File: config.mk
export PLATFORM = sky130hd
export DESIGN_NAME = ps2_mouse_packet_cursor_tracker_flat
export DESIGN_NICKNAME = d
export VERILOG_FILES = /design/src/hdl/ps2mct_pkg.sv /design/src/hdl/ps2mct_if.sv /design/src/hdl/ps2_mouse_packet_cursor_tracker.sv /design/src/flat_wrapper.sv
export SDC_FILE = /design/constraint.sdc
export NUM_CORES = 1
export LEC_CHECK = 0
export ABC_AREA = 1
export BUFFER_PORTS_ARGS = -buffer_cell sky130_fd_sc_hd__buf_2
export CAP_MARGIN = 0
export CORE_ASPECT_RATIO = 1.1
export CORE_MARGIN = 10
export CORE_UTILIZATION = 55
export DETAILED_ROUTE_END_ITERATION = 8
export PLACE_DENSITY = 0.74
export SLEW_MARGIN = 40
export SYNTH_ARGS = -nofsm -noshare
export SYNTH_HDL_FRONTEND = slang
export SYNTH_SLANG_ARGS = --single-unit
File: constraint.sdc
create_clock -name clk_i -period 3.8 [get_ports clk_i]
set_input_delay 0.76 -clock clk_i [delete_from_list [all_inputs] [get_ports clk_i]]
set_output_delay 0.76 -clock clk_i [all_outputs]
set_load 0.02 [all_outputs]
File: src/hdl/ps2mct_pkg.sv
package ps2mct_pkg;

  // Field widths
  localparam int unsigned PosW  = 12;
  localparam int unsigned ByteW = 8;
  // Signed cursor sum: 12-bit position +/- 8-bit delta with sign
  localparam int unsigned SumW  = PosW + 2;

  // Header byte layout
  localparam int unsigned HdrMarkBit  = 3;
  localparam int unsigned HdrLeftBit  = 0;
  localparam int unsigned HdrRightBit = 1;

  // Reset values
  localparam logic [PosW-1:0] XMaxRst = 12'd639;
  localparam logic [PosW-1:0] YMaxRst = 12'd479;
  localparam logic [PosW-1:0] PosXRst = 12'd320;
  localparam logic [PosW-1:0] PosYRst = 12'd240;

  // Configuration register indexes
  localparam logic RegXMax = 1'b0;
  localparam logic RegYMax = 1'b1;

  // Request codes
  localparam logic ReqByte   = 1'b0;
  localparam logic ReqReport = 1'b1;

  // Packet assembly state
  typedef enum logic [2:0] {
    PKT_HDR = 3'b001,
    PKT_DX  = 3'b010,
    PKT_DY  = 3'b100
  } pkt_state_e;

  // One report word
  typedef struct packed {
    logic [PosW-1:0] cursor_x;
    logic [PosW-1:0] cursor_y;
    logic            left_down;
    logic            right_down;
    logic            left_click;
    logic            right_click;
  } report_t;

endpackage

File: src/hdl/ps2mct_if.sv
// Input channel: mouse bytes and report requests
interface ps2mct_in_if;
  logic                          valid;
  logic                          ready;
  logic                          req_type;
  logic [ps2mct_pkg::ByteW-1:0]  rx_byte;

  modport source (output valid, output req_type, output rx_byte, input ready);
  modport sink   (input valid, input req_type, input rx_byte, output ready);
endinterface

// Output channel: cursor reports
interface ps2mct_out_if;
  logic                         valid;
  logic                         ready;
  logic [ps2mct_pkg::PosW-1:0]  cursor_x;
  logic [ps2mct_pkg::PosW-1:0]  cursor_y;
  logic                         left_down;
  logic                         right_down;
  logic                         left_click;
  logic                         right_click;

  modport source (output valid, output cursor_x, output cursor_y, output left_down,
                  output right_down, output left_click, output right_click,
                  input ready);
  modport sink   (input valid, input cursor_x, input cursor_y, input left_down,
                  input right_down, input left_click, input right_click,
                  output ready);
endinterface

File: src/hdl/ps2_mouse_packet_cursor_tracker.sv
// PS/2 mouse packet decoder with cursor tracking.
// req_i carries one word per cycle: either a byte from the mouse (req_type 0)
// or a report request (req_type 1). Mouse bytes are assembled into three-byte
// packets (header with bit 3 set, dx, dy); bytes seen while waiting for a
// header without that bit are dropped. Each complete packet moves the cursor
// by +dx / -dy, clamps to [0, x_max] / [0, y_max] and updates the buttons.
// A report request yields one word on rpt_o: position, button levels and
// press edges since the previous report. Mouse bytes yield nothing.
// A report is registered from the state seen in its accept cycle.
// req_i takes one word per cycle while req_i.ready is high; all packet and
// clamp logic sits between the state registers, updated in the accept cycle.
// A two-word output buffer (output register plus skid) lets req_i keep
// accepting while a report waits; req_i.ready drops only when both are full.
// Reset: x_max 639, y_max 479, cursor (320,240), buttons up, no packet begun.
// cfg_* writes x_max (0) or y_max (1); the user keeps it to idle, unenforced.
module ps2_mouse_packet_cursor_tracker (
  input  logic                         clk_i,
  input  logic                         rst_ni,
  input  logic                         cfg_we_i,
  input  logic                         cfg_idx_i,
  input  logic [ps2mct_pkg::PosW-1:0]  cfg_wdata_i,
  ps2mct_in_if.sink                    req_i,
  ps2mct_out_if.source                 rpt_o
);

  // Configuration
  logic [ps2mct_pkg::PosW-1:0] x_max_q, y_max_q;

  // Packet and cursor state
  ps2mct_pkg::pkt_state_e       pkt_state_q, pkt_state_d;
  logic [ps2mct_pkg::ByteW-1:0] hdr_q, hdr_d;
  logic [ps2mct_pkg::ByteW-1:0] dx_q, dx_d;
  logic [ps2mct_pkg::PosW-1:0]  pos_x_q, pos_x_d;
  logic [ps2mct_pkg::PosW-1:0]  pos_y_q, pos_y_d;
  logic                         left_q, left_d, right_q, right_d;
  logic                         left_prev_q, left_prev_d, right_prev_q, right_prev_d;

  // Output buffer
  ps2mct_pkg::report_t out_q, skid_q, rpt_d;
  logic                out_valid_q, skid_valid_q;

  logic acc, is_byte, push, pop;
  logic signed [ps2mct_pkg::SumW-1:0] nx, ny;

  assign acc     = req_i.valid && req_i.ready;
  assign is_byte = (req_i.req_type == ps2mct_pkg::ReqByte);
  assign push    = acc && (req_i.req_type == ps2mct_pkg::ReqReport);
  assign pop     = out_valid_q && rpt_o.ready;
  assign req_i.ready = !skid_valid_q;

  // Configuration writes
  always_ff @(posedge clk_i or negedge rst_ni) begin
    if (!rst_ni) begin
      x_max_q <= ps2mct_pkg::XMaxRst;
      y_max_q <= ps2mct_pkg::YMaxRst;
    end else if (cfg_we_i) begin
      unique case (cfg_idx_i)
        ps2mct_pkg::RegXMax: x_max_q <= cfg_wdata_i;
        ps2mct_pkg::RegYMax: y_max_q <= cfg_wdata_i;
        default: ;
      endcase
    end
  end

  // Cursor move: signed sums wide enough for 12-bit position +/- 8-bit delta
  assign nx = signed'({2'b00, pos_x_q}) + ps2mct_pkg::SumW'(signed'(dx_q));
  assign ny = signed'({2'b00, pos_y_q}) - ps2mct_pkg::SumW'(signed'(req_i.rx_byte));

  // Packet assembly and report bookkeeping
  always_comb begin
    pkt_state_d  = pkt_state_q;
    hdr_d        = hdr_q;
    dx_d         = dx_q;
    pos_x_d      = pos_x_q;
    pos_y_d      = pos_y_q;
    left_d       = left_q;
    right_d      = right_q;
    left_prev_d  = left_prev_q;
    right_prev_d = right_prev_q;

    rpt_d.cursor_x    = pos_x_q;
    rpt_d.cursor_y    = pos_y_q;
    rpt_d.left_down   = left_q;
    rpt_d.right_down  = right_q;
    rpt_d.left_click  = left_q && !left_prev_q;
    rpt_d.right_click = right_q && !right_prev_q;

    if (acc && is_byte) begin
      unique case (pkt_state_q)
        ps2mct_pkg::PKT_HDR: begin
          if (req_i.rx_byte[ps2mct_pkg::HdrMarkBit]) begin
            hdr_d       = req_i.rx_byte;
            pkt_state_d = ps2mct_pkg::PKT_DX;
          end
        end
        ps2mct_pkg::PKT_DX: begin
          dx_d        = req_i.rx_byte;
          pkt_state_d = ps2mct_pkg::PKT_DY;
        end
        ps2mct_pkg::PKT_DY: begin
          priority if (nx < 0)                                 pos_x_d = '0;
          else if (nx > signed'({2'b00, x_max_q}))             pos_x_d = x_max_q;
          else                                                 pos_x_d = nx[ps2mct_pkg::PosW-1:0];
          priority if (ny < 0)                                 pos_y_d = '0;
          else if (ny > signed'({2'b00, y_max_q}))             pos_y_d = y_max_q;
          else                                                 pos_y_d = ny[ps2mct_pkg::PosW-1:0];
          left_d      = hdr_q[ps2mct_pkg::HdrLeftBit];
          right_d     = hdr_q[ps2mct_pkg::HdrRightBit];
          pkt_state_d = ps2mct_pkg::PKT_HDR;
        end
        default: pkt_state_d = ps2mct_pkg::PKT_HDR;
      endcase
    end else if (push) begin
      left_prev_d  = left_q;
      right_prev_d = right_q;
    end
  end

  // State registers
  always_ff @(posedge clk_i or negedge rst_ni) begin
    if (!rst_ni) begin
      pkt_state_q  <= ps2mct_pkg::PKT_HDR;
      hdr_q        <= '0;
      dx_q         <= '0;
      pos_x_q      <= ps2mct_pkg::PosXRst;
      pos_y_q      <= ps2mct_pkg::PosYRst;
      left_q       <= 1'b0;
      right_q      <= 1'b0;
      left_prev_q  <= 1'b0;
      right_prev_q <= 1'b0;
    end else begin
      pkt_state_q  <= pkt_state_d;
      hdr_q        <= hdr_d;
      dx_q         <= dx_d;
      pos_x_q      <= pos_x_d;
      pos_y_q      <= pos_y_d;
      left_q       <= left_d;
      right_q      <= right_d;
      left_prev_q  <= left_prev_d;
      right_prev_q <= right_prev_d;
    end
  end

  // Output register with skid word behind it
  always_ff @(posedge clk_i or negedge rst_ni) begin
    if (!rst_ni) begin
      out_valid_q  <= 1'b0;
      skid_valid_q <= 1'b0;
    end else if (pop || !out_valid_q) begin
      out_valid_q  <= skid_valid_q || push;
      skid_valid_q <= skid_valid_q && push;
    end else if (push) begin
      skid_valid_q <= 1'b1;
    end
  end

  always_ff @(posedge clk_i) begin
    if (pop || !out_valid_q) begin
      if (skid_valid_q) begin
        out_q  <= skid_q;
        skid_q <= rpt_d;
      end else begin
        out_q <= rpt_d;
      end
    end else if (push) begin
      skid_q <= rpt_d;
    end
  end

  assign rpt_o.valid       = out_valid_q;
  assign rpt_o.cursor_x    = out_q.cursor_x;
  assign rpt_o.cursor_y    = out_q.cursor_y;
  assign rpt_o.left_down   = out_q.left_down;
  assign rpt_o.right_down  = out_q.right_down;
  assign rpt_o.left_click  = out_q.left_click;
  assign rpt_o.right_click = out_q.right_click;

  // Skid word only ever sits behind a full output register
  a_skid_behind_out: assert property (@(posedge clk_i) disable iff (!rst_ni)
    skid_valid_q |-> out_valid_q)
    else $error("skid word valid with empty output register");

  // After an accepted report the output register is always valid next cycle
  a_report_lands: assert property (@(posedge clk_i) disable iff (!rst_ni)
    push |=> out_valid_q)
    else $error("accepted report lost");

  // Nothing is shown without a report having been accepted
  a_no_invented: assert property (@(posedge clk_i) disable iff (!rst_ni)
    (!out_valid_q && !push) |=> !out_valid_q)
    else $error("report word appeared without request");

  // A byte without the header mark never starts a packet
  a_hdr_mark: assert property (@(posedge clk_i) disable iff (!rst_ni)
    (acc && is_byte && pkt_state_q == ps2mct_pkg::PKT_HDR &&
     !req_i.rx_byte[ps2mct_pkg::HdrMarkBit]) |=> pkt_state_q == ps2mct_pkg::PKT_HDR)
    else $error("packet started without header mark");

  // The third byte always closes the packet
  a_dy_closes: assert property (@(posedge clk_i) disable iff (!rst_ni)
    (acc && is_byte && pkt_state_q == ps2mct_pkg::PKT_DY) |=>
      pkt_state_q == ps2mct_pkg::PKT_HDR)
    else $error("packet not closed after dy byte");

endmodule
File: src/flat_wrapper.sv
// flat-port wrapper written by rule: the top's interface ports become plain ports
module ps2_mouse_packet_cursor_tracker_flat 
  (clk_i, rst_ni, cfg_we_i, cfg_idx_i, cfg_wdata_i, req_i_valid, req_i_req_type, req_i_rx_byte, req_i_ready, rpt_o_valid, rpt_o_cursor_x, rpt_o_cursor_y, rpt_o_left_down, rpt_o_right_down, rpt_o_left_click, rpt_o_right_click, rpt_o_ready);
  ps2mct_in_if req_i_i ();
  ps2mct_out_if rpt_o_i ();
  input  logic clk_i;
  input  logic rst_ni;
  input  logic cfg_we_i;
  input  logic cfg_idx_i;
  input  logic [ps2mct_pkg::PosW-1:0] cfg_wdata_i;
  input wire logic [$bits(req_i_i.valid)-1:0] req_i_valid;
  input wire logic [$bits(req_i_i.req_type)-1:0] req_i_req_type;
  input wire logic [$bits(req_i_i.rx_byte)-1:0] req_i_rx_byte;
  output wire logic [$bits(req_i_i.ready)-1:0] req_i_ready;
  output wire logic [$bits(rpt_o_i.valid)-1:0] rpt_o_valid;
  output wire logic [$bits(rpt_o_i.cursor_x)-1:0] rpt_o_cursor_x;
  output wire logic [$bits(rpt_o_i.cursor_y)-1:0] rpt_o_cursor_y;
  output wire logic [$bits(rpt_o_i.left_down)-1:0] rpt_o_left_down;
  output wire logic [$bits(rpt_o_i.right_down)-1:0] rpt_o_right_down;
  output wire logic [$bits(rpt_o_i.left_click)-1:0] rpt_o_left_click;
  output wire logic [$bits(rpt_o_i.right_click)-1:0] rpt_o_right_click;
  input wire logic [$bits(rpt_o_i.ready)-1:0] rpt_o_ready;
  assign req_i_i.valid = req_i_valid;
  assign req_i_i.req_type = req_i_req_type;
  assign req_i_i.rx_byte = req_i_rx_byte;
  assign req_i_ready = req_i_i.ready;
  assign rpt_o_valid = rpt_o_i.valid;
  assign rpt_o_cursor_x = rpt_o_i.cursor_x;
  assign rpt_o_cursor_y = rpt_o_i.cursor_y;
  assign rpt_o_left_down = rpt_o_i.left_down;
  assign rpt_o_right_down = rpt_o_i.right_down;
  assign rpt_o_left_click = rpt_o_i.left_click;
  assign rpt_o_right_click = rpt_o_i.right_click;
  assign rpt_o_i.ready = rpt_o_ready;
  ps2_mouse_packet_cursor_tracker u_core (.clk_i(clk_i), .rst_ni(rst_ni), .cfg_we_i(cfg_we_i), .cfg_idx_i(cfg_idx_i), .cfg_wdata_i(cfg_wdata_i), .req_i(req_i_i), .rpt_o(rpt_o_i));
endmodule
==> key figures, run 1 <==
Outcome
  • Outcome: complete, no violations

CTS
  • Cts-stage hold buffer count: 0
  • Clock root cell: clkbuf_16
  • Clock sinks: 123
  • Clk slew on worst S/H paths: 0.06 ns
  • Clock buffer depth: 2
  • Clk_lat worst skew: 0.41 ns
  • CTS tree: yes
  • H-tree depth: 4
  • Num CTS Buffers: 17

Route
  • Post-DRT Antenna Nets: 0
  • WL final: 15.4 mm
  • Vias: 5443
  • # DRC: 0
  • Routed wire length per instance: 15.0 um
  • DR pass1 iterations: 5
  • Iteration-0 DRC Markers: 450
  • DR vias/cell: 5.32

Die
  • Core box area: 12100 um2
  • Die ar.: 17200 um2
  • Chip height: 137 um
  • Die width: 126 um
  • IO Pins: 57
  • Starting Density: 0.562
  • Row count: 42

Synthesis
  • Sequential element share of the synthesized area: 0.499
  • Gate Count Post-Synth: 790
  • Synth Register Bits: 123
  • Synth area leader: edfxtp_1
  • Syn Nets: 869
  • Synth Warn #: 0
  • Top post-synthesis cells by area: edfxtp_1 25%, dfrtp_1 16%, nand2_1 15%
  • Share of the synthesized area in the top cell type: 0.248
  • Synth cell types: 38
  • Post-Syn Area: 6790 um2
  • Syn Area/Cell: 8.60 um2

Global routing
  • Initial antenna violation count: 0
  • Overflow after GRT: 0
  • Vias in the first global route: 5333
  • First-pass GRT wire length: 25.7 mm
  • Largest net degree at the start of global routing: 68
  • GRT Overall Usage: 0.180

Place
  • DP Worst Slack: -0.0708 ns
  • RD Place Congestion: 0.917
  • DP Wirelength: 11.3 mm
  • IO Port Bufs: 56

STA
  • Final period util: 0.911
  • Slew HR: 0.566
  • Max Slew Vio Count: 0
  • Final Hold Viols: 0
  • Unrepaired setup endpoints after global routing: no
  • Min Tclk post-route: 3.46 ns
  • Least-Margin Pin Slew: 0.644 ns
  • Worst hold margin: 0.447 ns
  • Final worst setup slack: 0.337 ns
  • Skew final: 0.0149 ns
  • Final TNS setup: 0 ns
  • Fmax: 289 MHz
  • Setup violations, final: 0

Pwr
  • Pleak: 4.09 nW
  • Max VDD drop: 384 uV
  • PD cells: 887 nW/um2

Worst setup path
  • Critical Path End Type: flip-flop
  • CP Data Required Time: 4.10 ns
  • Worst-path maximum fanout: 7
  • Critical path startpoint category: flip-flop
  • Crit Path Class: flip-flop to flip-flop
  • Critical path arrival: 3.76 ns

Finish
  • Layout net count: 936
  • Ant. Diodes: 0
  • P&R area growth vs syn: 16.3%
  • Most frequent cells in the layout: 272 x nand2_1, 111 x inv_1, 56 x o21ai_0, 56 x buf_2, 56 x edfxtp_1
  • Filler Cells Inserted: 976
  • Most common cell after layout, fill and taps aside: nand2_1
  • Share of cells above drive strength 1: 0.167

Hold path
  • Hold Crit Class: input port to asynchronous set/reset pin

Job
  • Max-Cap Viols: 0
-- state kept, by name (all words and copies together), names as in the netlist, 2 cells and up --
register and cells:
u_core.pkt_state_q 3, u_core.pos_y_q 12, u_core.x_max_q 12, u_core.pos_x_q 12, u_core.hdr_q 2, u_core.skid_q 28, u_core.rpt_o.cursor_y 12, u_core.dx_q 8
u_core.rpt_o.cursor_x 12, u_core.y_max_q 12
-- per-layer routing --
metal | vias to the layer above | share of wire | global-route usage
li1 | 2699 | - | -
met1 | 2558 | 0.45 | 0.226
met2 | 164 | 0.48 | 0.298
met3 | 22 | 0.054 | 0.0391
met4 | 0 | 0.018 | 0.0728
met5 | - | 0 | 0
-- cells by family (layout without fill, tap and decap cells) --
| logic type | count (synthesis) | in the layout | share of synthesized area |
|---|---|---|---|
| AO/OA/AOI/OAI | 105 | 105 | 0.0871 |
| XOR/XNOR | 16 | 16 | 0.0206 |
| adder cells (fa/ha/maj) | 52 | 52 | 0.0980 |
| buffers and inverters | 133 | 213 | 0.0785 |
| flip-flops | 123 | 123 | 0.499 |
| multiplexers | 1 | 1 | 0.00166 |
| AND/OR/NAND/NOR | 360 | 360 | 0.216 |
-- where the power goes --
group | total (mW) | internal [mW] | switching [mW] | leakage, nW
Sequential | 2.15 | 1.87 | 0.278 | 1.39
Clock | 1.75 | 1.12 | 0.631 | 0.308
Combinational | 3.11 | 1.11 | 2.00 | 2.39
Total | 7.01 | 4.10 | 2.91 | 4.09
-- stage by stage --
stage	power, mW	utilization	instance area (um2)	cells
3_3_place_gp	5.04	0.600	7250	992
4_1_cts	7.01	0.653	7890	1024
6_report	7.01	0.654	7900	1024
5_1_grt	7.58	0.654	7900	1024
2_1_floorplan	4.46	-	6790	790
3_5_place_dp	5.20	0.600	7250	992
-- critical path, cell delays in order (launching register included) --
cell	delay, ns
dfrtp_1	0.41
inv_1	0.09
ha_1	0.14
inv_1	0.06
fa_1	0.40
nand3_1	0.10
nand2_1	0.08
a21oi_2	0.18
o21ai_1	0.13
a21oi_2	0.17
or2_2	0.13
nand2_1	0.06
ha_1	0.27
nand2_1	0.04
inv_1	0.06
nand3_1	0.08
nor2_1	0.13
nand4_1	0.08
a21boi_0	0.14
o21ai_2	0.20
buf_4	0.17
o21ai_0	0.08
nand3_1	0.09
nand2_1	0.05
-- path summary, 6_finish.rpt --
check	slack, ns	cells after the start	to	start
min in group clk_i	0.48	0	u_core.skid_q[3]	u_core.left_q
setup reg to reg	0.34	23	u_core.pos_y_q[2]	u_core.pos_y_q[0]
hold reg to reg	0.48	0	u_core.skid_q[3]	u_core.left_q
hold / removal	0.45	2	u_core.pos_y_q[11]	rst_ni
setup / recovery	0.34	23	u_core.pos_y_q[2]	u_core.pos_y_q[0]
max in group asynchronous	2.93	2	u_core.pos_x_q[3]	rst_ni
-- synthesized netlist by cell type --
cell and count:
a21o_1 3, nand3b_1 1, a21o_2 1, nor2_1 21, fa_1 2, buf_1 1
o211ai_1 2, buf_4 3, xor2_1 10, clkbuf_1 13, inv_1 112, ha_1 50
a21oi_4 1, o21ai_2 4, o21ai_0 57, nor3_1 5, or2_2 1, edfxtp_1 56
dfstp_2 23, a21oi_2 2, xnor2_1 6, nand4_1 6, nand2_2 5, nor4_1 1
o21bai_1 2, nand3_1 46, buf_6 3, a31oi_1 2, nand2_1 272, a31o_2 1
o31ai_1 1, a21oi_1 27, inv_2 1, nand3_2 2, o21ai_1 1, a21boi_0 1
dfrtp_1 44, mux2_2 1
-- layout make-up --
type,count,area [um2],area share
Sequential cell,123,3390,0.429
Multi-Input combinational cell,534,2880,0.365
Clock buffer,18,429,0.0543
Inverter,113,424,0.0537
Timing Repair Buffer,68,374,0.0474
Clock inverter,14,209,0.0264
Tap cell,154,193,0.0244
-- repair_timing --
item / in CTS / in global routing
buffers inserted: 0 / 0
gates resized for setup: 0 / 2
endpoints found under the setup margin: 0 / 12
Power figures use the tool's default switching activity.
==> inputs of run 2 (changes only) <==
--- a/config.mk
+++ b/config.mk
@@ -12,6 +12,7 @@
 export CORE_MARGIN = 10
 export CORE_UTILIZATION = 55
 export DETAILED_ROUTE_END_ITERATION = 8
+export MAX_ROUTING_LAYER = met4
 export PLACE_DENSITY = 0.74
 export SLEW_MARGIN = 40
 export SYNTH_ARGS = -nofsm -noshare
==> key figures, run 2 (synthesis gave the netlist of run 1 again) <==
Finish
  • Max reg flops: 28 (unchanged)
  • Most frequent cells in the layout: 272 x nand2_1, 111 x inv_1, 56 x o21ai_0, 56 x buf_2, 56 x edfxtp_1
  • Largest Register: u_core.skid_q
  • Finished Layout Cells: 1026 (+0.20%)
  • Final instance area: 7910 um2 (about the same)
  • Most common cell after layout, fill and taps aside: nand2_1
  • Ant. Diodes: 0 (unchanged)
  • P&R area growth vs syn: 16.4% (about the same)
  • Final Util: 0.654 (about the same)
  • Layout net count: 938 (+0.21%)
  • Share of cells above drive strength 1: 0.167 (+0.000765)

Hold path
  • Hold Crit Class: input port to asynchronous set/reset pin

STA
  • Final worst setup slack: 0.258 ns (-0.0786 ns)
  • Unrepaired setup endpoints after global routing: no
  • Max Slew Vio Count: 0 (unchanged)
  • Final TNS setup: 0 ns (unchanged)
  • Skew final: 0.0118 ns (-0.00313 ns)
  • Fmax: 282 MHz (-2.2%)
  • Least-Margin Pin Slew: 0.610 ns (-0.0343 ns)
  • Final Hold Viols: 0 (unchanged)
  • Min Tclk post-route: 3.54 ns (+0.0786 ns)
  • Final period util: 0.932 (+0.0207)
  • Setup violations, final: 0 (unchanged)
  • Slew HR: 0.593 (+0.0268)

CTS
  • Clk slew on worst S/H paths: 0.06 ns (about the same)
  • H-tree depth: 4 (unchanged)
  • Clk_lat worst skew: 0.42 ns (about the same)
  • CTS tree: yes
  • Clock root cell: clkbuf_16
  • Clock sinks: 123 (unchanged)
  • Num CTS Buffers: 17 (unchanged)
  • Clock buffer depth: 2 (unchanged)
  • Cts-stage hold buffer count: 0 (unchanged)

Global routing
  • Overflow after GRT: 0 (unchanged)
  • GRT Overall Usage: 0.190 (+0.00931)
  • Initial antenna violation count: 0 (unchanged)
  • First-pass GRT wire length: 25.9 mm (+0.88%)
  • Vias in the first global route: 5406 (+1.4%)
  • Largest net degree at the start of global routing: 31 (-54%)

Job
  • Max-Cap Viols: 0 (unchanged)

Route
  • DR vias/cell: 5.32 (about the same)
  • # DRC: 0 (unchanged)
  • Vias: 5455 (+0.22%)
  • WL final: 15.6 mm (+1.1%)
  • DR pass1 iterations: 5 (unchanged)
  • Routed wire length per instance: 15.2 um (+0.88%)
  • Iteration-0 DRC Markers: 515 (+14%)
  • Post-DRT Antenna Nets: 0 (unchanged)

Die
  • Die ar.: 17200 um2 (unchanged)
  • Chip height: 137 um (unchanged)
  • Core box area: 12100 um2 (unchanged)
  • Row count: 42 (unchanged)
  • Die width: 126 um (unchanged)
  • Starting Density: 0.562 (unchanged)
  • IO Pins: 57 (unchanged)

Worst setup path
  • Critical path startpoint category: flip-flop
  • Worst-path maximum fanout: 6 (-1)
  • CP Cell Sequence: inv_1 > ha_1 > inv_1 > fa_1 > nand3_1 > nand2_1 > a21oi_2 > o21ai_1 > a21oi_1 > or2_2 > nand2_1 > ha_1 > nand2_1 > inv_1 > nand3_1 > nor2_1 > nand4_1 > a21boi_0 > o21ai_2 > buf_4 > o21ai_0 > nand3_1 > nand2_1
  • Crit Path Class: flip-flop to flip-flop
  • CP Buf/Inv Count: 4 (unchanged)
  • CP max stage delay: 0.42 ns (about the same)
  • Critical Path End Type: flip-flop
  • Critical path's top delay family: compound AO/OA/AOI/OAI gates
  • CP Data Required Time: 4.09 ns (about the same)
  • Critical Path Most Common Cell: nand2_1
  • Critical path arrival: 3.84 ns (+0.08 ns)
  • Worst setup path startpoint: u_core.pos_y_q[0]
  • RR Startpoint: u_core.pos_y_q[0]
  • CP max-delay cell: dfrtp_1

Pwr
  • P_int: 4.11 mW (about the same)
  • PD cells: 887 nW/um2 (about the same)
  • Sw Pwr: 2.91 mW (about the same)
  • Pleak: 4.09 nW (+0.20%)
  • Sequential power share: 0.307 (about the same)
  • Clock share of power: 0.250 (about the same)
  • Switching fraction of total power: 0.414 (about the same)
  • Max VDD drop: 432 uV (+13%)
  • Power share of the combinational group: 0.442 (-0.002)

Place
  • Dpl cell area: 7270 um2 (+0.21%)
  • IO Port Bufs: 56 (unchanged)
  • # placed instances: 994 (+0.20%)
  • RD Place Congestion: 0.921 (+0.39%)
  • DP Worst Slack: -0.0996 ns (-0.0288 ns)
  • DP Wirelength: 11.4 mm (+0.83%)

Outcome
  • Outcome: complete, no violations
## run 2: power groups by stage
stage / Clock [mW] / Combinational, mW / Sequential, mW
detailed placement: 0 / 3.02 / 2.17
CTS: 1.77 / 3.09 / 2.15
global placement: 0 / 2.91 / 2.14
global route: 1.83 / 3.56 / 2.20
finish: 1.76 / 3.10 / 2.16
floorplan: 0 / 2.24 / 2.22
## run 2: area by class of cell
type / count / area (um2)
Fill cell: 959 / 4180
Sequential cell: 123 / 3390
Multi-Input combinational cell: 534 / 2880
Clock buffer: 18 / 429
Inverter: 113 / 424
Timing Repair Buffer: 70 / 385
Clock inverter: 14 / 209
Tap cell: 154 / 193
## run 2: worst reg2reg max path: stages, from the launching register on
cell and delay, ns:
dfrtp_1 0.42, inv_1 0.09, ha_1 0.13, inv_1 0.06, fa_1 0.39, nand3_1 0.10
nand2_1 0.08, a21oi_2 0.18, o21ai_1 0.11, a21oi_1 0.18, or2_2 0.14, nand2_1 0.05
ha_1 0.27, nand2_1 0.04, inv_1 0.06, nand3_1 0.08, nor2_1 0.14, nand4_1 0.09
a21boi_0 0.15, o21ai_2 0.23, buf_4 0.18, o21ai_0 0.09, nand3_1 0.11, nand2_1 0.06
## run 2: metrics by stage
step	total power, mW	hold WS, ns
after floorplan	4.46	0.447
after global placement	5.06	0.460
after detailed placement	5.19	0.468
after CTS	7.01	0.367
after global routing	7.59	0.375
final	7.01	0.358
## run 2: worst paths after layout
check	endpoint	slack, ns	cells past startpoint
min	u_core.y_max_q[11]	0.36	1
min reg2reg	u_core.skid_q[2]	0.48	0
max	u_core.pos_y_q[2]	0.26	23
max in group asynchronous	u_core.pos_x_q[6]	2.65	2
max reg2reg	u_core.pos_y_q[2]	0.26	23
min in group clk_i	u_core.skid_q[2]	0.48	0
## run 2: routing by layer
metal / part of all wire / GRT usage
met5: 0 / -
met4: 0.016 / 0.0652
met3: 0.058 / 0.0453
met2: 0.48 / 0.310
met1: 0.45 / 0.227
## run 2: what timing repair did
item / in CTS / in global routing
endpoints found under the setup margin: 0 / 2
gates resized for setup: 0 / 1
hold endpoints to repair: 0 / 0
setup buffers: 0 / 0
==> inputs of run 3 (changes only) <==
--- a/config.mk
+++ b/config.mk
@@ -12,9 +12,10 @@
 export CORE_MARGIN = 10
 export CORE_UTILIZATION = 55
 export DETAILED_ROUTE_END_ITERATION = 8
+export GPL_TIMING_DRIVEN = 0
 export MAX_ROUTING_LAYER = met4
 export PLACE_DENSITY = 0.74
-export SLEW_MARGIN = 40
+export SLEW_MARGIN = 25
 export SYNTH_ARGS = -nofsm -noshare
 export SYNTH_HDL_FRONTEND = slang
 export SYNTH_SLANG_ARGS = --single-unit
==> constraint.sdc (replaced) <==
create_clock -name clk_i -period 3.6 [get_ports clk_i]
set_input_delay 0.72 -clock clk_i [delete_from_list [all_inputs] [get_ports clk_i]]
set_output_delay 0.72 -clock clk_i [all_outputs]
set_load 0.02 [all_outputs]
==> key figures, run 3 (synthesis gave the netlist of run 1 again) <==
Outcome
  • Outcome: complete, no violations

Global routing
  • Initial antenna violation count: 0 (unchanged)
  • First-pass GRT wire length: 25.6 mm (-1.0%)
  • GRT Overall Usage: 0.190 (+0.000765)
  • Vias in the first global route: 5308 (-1.8%)
  • Overflow after GRT: 0 (unchanged)
  • Largest net degree at the start of global routing: 42 (+35%)

CTS
  • Cts-stage hold buffer count: 0 (unchanged)
  • H-tree depth: 4 (unchanged)
  • Num CTS Buffers: 17 (unchanged)
  • CTS tree: yes
  • Clock sinks: 123 (unchanged)
  • Clk_lat worst skew: 0.41 ns (about the same)
  • Clk slew on worst S/H paths: 0.05 ns (about the same)
  • Clock root cell: clkbuf_16
  • Clock buffer depth: 2 (unchanged)

Hold path
  • Hold Crit Class: input port to asynchronous set/reset pin

Finish
  • Multi-input combinational cell area: 3010 um2 (+4.4%)
  • Most frequent cells in the layout: 271 x nand2_1, 107 x inv_1, 56 x o21ai_0, 56 x edfxtp_1, 55 x buf_2
  • Max reg flops: 28 (unchanged)
  • Filler Cells Inserted: 984 (+2.6%)
  • Finished Layout Cells: 1041 (+1.5%)
  • Reg area: 3390 um2 (unchanged)
  • Most common cell after layout, fill and taps aside: nand2_1
  • Layout net count: 953 (+1.6%)
  • P&R area growth vs syn: 19.3%
  • Share of cells above drive strength 1: 0.188 (+0.0208)
  • Largest Register: u_core.skid_q
  • Ant. Diodes: 0 (unchanged)

Worst setup path
  • R2R depth: 23 (unchanged)
  • Critical path arrival: 3.85 ns (about the same)
  • Reg-to-Reg End: u_core.pos_y_q[3]
  • Critical path startpoint category: flip-flop
  • Crit Path Class: flip-flop to flip-flop
  • Worst-path maximum fanout: 5 (-1)
  • RR Startpoint: u_core.pos_y_q[0]
  • CP Data Required Time: 3.90 ns (-0.19 ns)
  • Critical Path End Type: flip-flop
  • Reg2reg setup slack: 0.06 ns (-0.20 ns)

Route
  • # DRC: 0 (unchanged)
  • DR vias/cell: 5.21 (-1.9%)
  • Vias: 5428 (-0.49%)
  • Routed wire length per instance: 15.4 um (+1.5%)
  • Post-DRT Antenna Nets: 0 (unchanged)
  • WL final: 16.0 mm (+3.0%)
  • DR pass1 iterations: 7 (+2)
  • Iteration-0 DRC Markers: 366 (-29%)

Pwr
  • Max VDD drop: 519 uV (+20%)
  • Pleak: 4.12 nW (+0.55%)
  • PD cells: 925 nW/um2 (+4.3%)

Die
  • Chip height: 137 um (unchanged)
  • Die width: 126 um (unchanged)
  • Core box area: 12100 um2 (unchanged)
  • Row count: 42 (unchanged)
  • IO Pins: 57 (unchanged)
  • Starting Density: 0.562 (unchanged)
  • Die ar.: 17200 um2 (unchanged)

STA
  • Unrepaired setup endpoints after global routing: yes
  • Skew final: 0.00728 ns (-0.00454 ns)
  • Min Tclk post-route: 3.54 ns (+0.00210 ns)
  • Final period util: 0.985 (+0.0524)
  • Least-Margin Pin Slew: 0.618 ns (+0.00813 ns)
  • Max Slew Vio Count: 0 (unchanged)
  • Slew HR: 0.588 (-0.00543)
  • Final TNS setup: 0 ns (unchanged)
  • Setup violations, final: 0 (unchanged)
  • Worst hold margin: 0.231 ns (-0.126 ns)
  • Final Hold Viols: 0 (unchanged)
  • Fmax: 282 MHz (about the same)

Place
  • RD Place Congestion: 0.918 (-0.36%)
  • DP Wirelength: 12.0 mm (+5.3%)
  • # placed instances: 1002 (+0.80%)
  • IO Port Bufs: 56 (unchanged)

Job
  • Max-Cap Viols: 0 (unchanged)
[run 3: cell count changes in the layout (fill, tap and decap cells not counted), moves of 3 or more]
| cell | before | now |
|---|---|---|
| nand3_1 | 46 | 36 |
| clkbuf_8 | 0 | 3 |
| inv_2 | 2 | 5 |
| clkinv_4 | 3 | 0 |
| inv_1 | 111 | 107 |
| ha_1 | 50 | 47 |
| inv_6 | 5 | 0 |
| nand3_2 | 2 | 12 |
| clkbuf_1 | 1 | 17 |
[run 3: final cells by class]
cell class              count  area share
plain buffers              19      0.0120
well taps                 154      0.0238
flip-flops and latches    123       0.418
clock buffers              24      0.0594
multi-input cells         534       0.371
inverters                 113      0.0528
repair buffers             66      0.0482
clock inverters             8      0.0147
[run 3: layer usage]
metal	wire, um	vias up	global-route usage
met5	0	-	-
met4	444	0	0.0892
met3	886	35	0.0414
met2	7550	164	0.301
met1	7140	2496	0.230
li1	-	2733	-
[run 3: how the worst max path moves through the flow]
stage                          to  slack (ns)                 from  cells past startpoint
2_1_floorplan  u_core.pos_y_q[11]        0.12     req_i_rx_byte[0]                     22
3_3_place_gp    u_core.skid_q[15]       -0.94  u_core.skid_valid_q                      3
3_5_place_dp   u_core.pos_y_q[10]       -0.47     req_i_rx_byte[0]                     23
4_1_cts        u_core.pos_y_q[10]        0.02    u_core.pos_y_q[0]                     23
5_1_grt         u_core.pos_y_q[3]       -0.08    u_core.pos_y_q[0]                     23
6_report        u_core.pos_y_q[3]        0.06    u_core.pos_y_q[0]                     23
[run 3: metrics by stage]
stage / utilization / power, mW / worst slack (ns) / area, um2
floorplan: - / 4.71 / 0.116 / 6790
global placement: 0.601 / 5.35 / -0.935 / 7270
detailed placement: 0.606 / 5.52 / -0.467 / 7330
CTS: 0.657 / 7.32 / 0.0207 / 7940
global route: 0.670 / 8.08 / -0.0809 / 8100
finish: 0.670 / 7.50 / 0.0558 / 8100
[run 3: critical path: stages, from the launching register on]
cell and delay (ns):
dfrtp_1 0.41, inv_2 0.08, ha_2 0.17, inv_2 0.04, fa_2 0.40, nand3_2 0.10, nand2_4 0.07, a21oi_4 0.17
o21ai_2 0.10, a21oi_2 0.18, or2_4 0.14, nand2_1 0.05, ha_1 0.27, nand2_1 0.05, inv_2 0.07, nand3_2 0.07
nor2_2 0.14, nand4_1 0.12, a21boi_4 0.17, o21ai_4 0.22, buf_4 0.17, nand2_1 0.05, nand3_1 0.11, nand2_1 0.06
[run 3: power by group]
group / total, mW / switching, mW / internal [mW]
Combinational: 3.51 / 2.20 / 1.31
Sequential: 2.26 / 0.282 / 1.98
Clock: 1.73 / 0.589 / 1.14
Total: 7.50 / 3.07 / 4.43
[run 3: what timing repair did]
item | 4_1_cts | 5_1_grt
setup buffers | 1 | 6
gates resized for setup | 3 | 30
setup endpoints to repair | 11 | 13
cloned | 0 | 1
pin swaps | 1 | 12
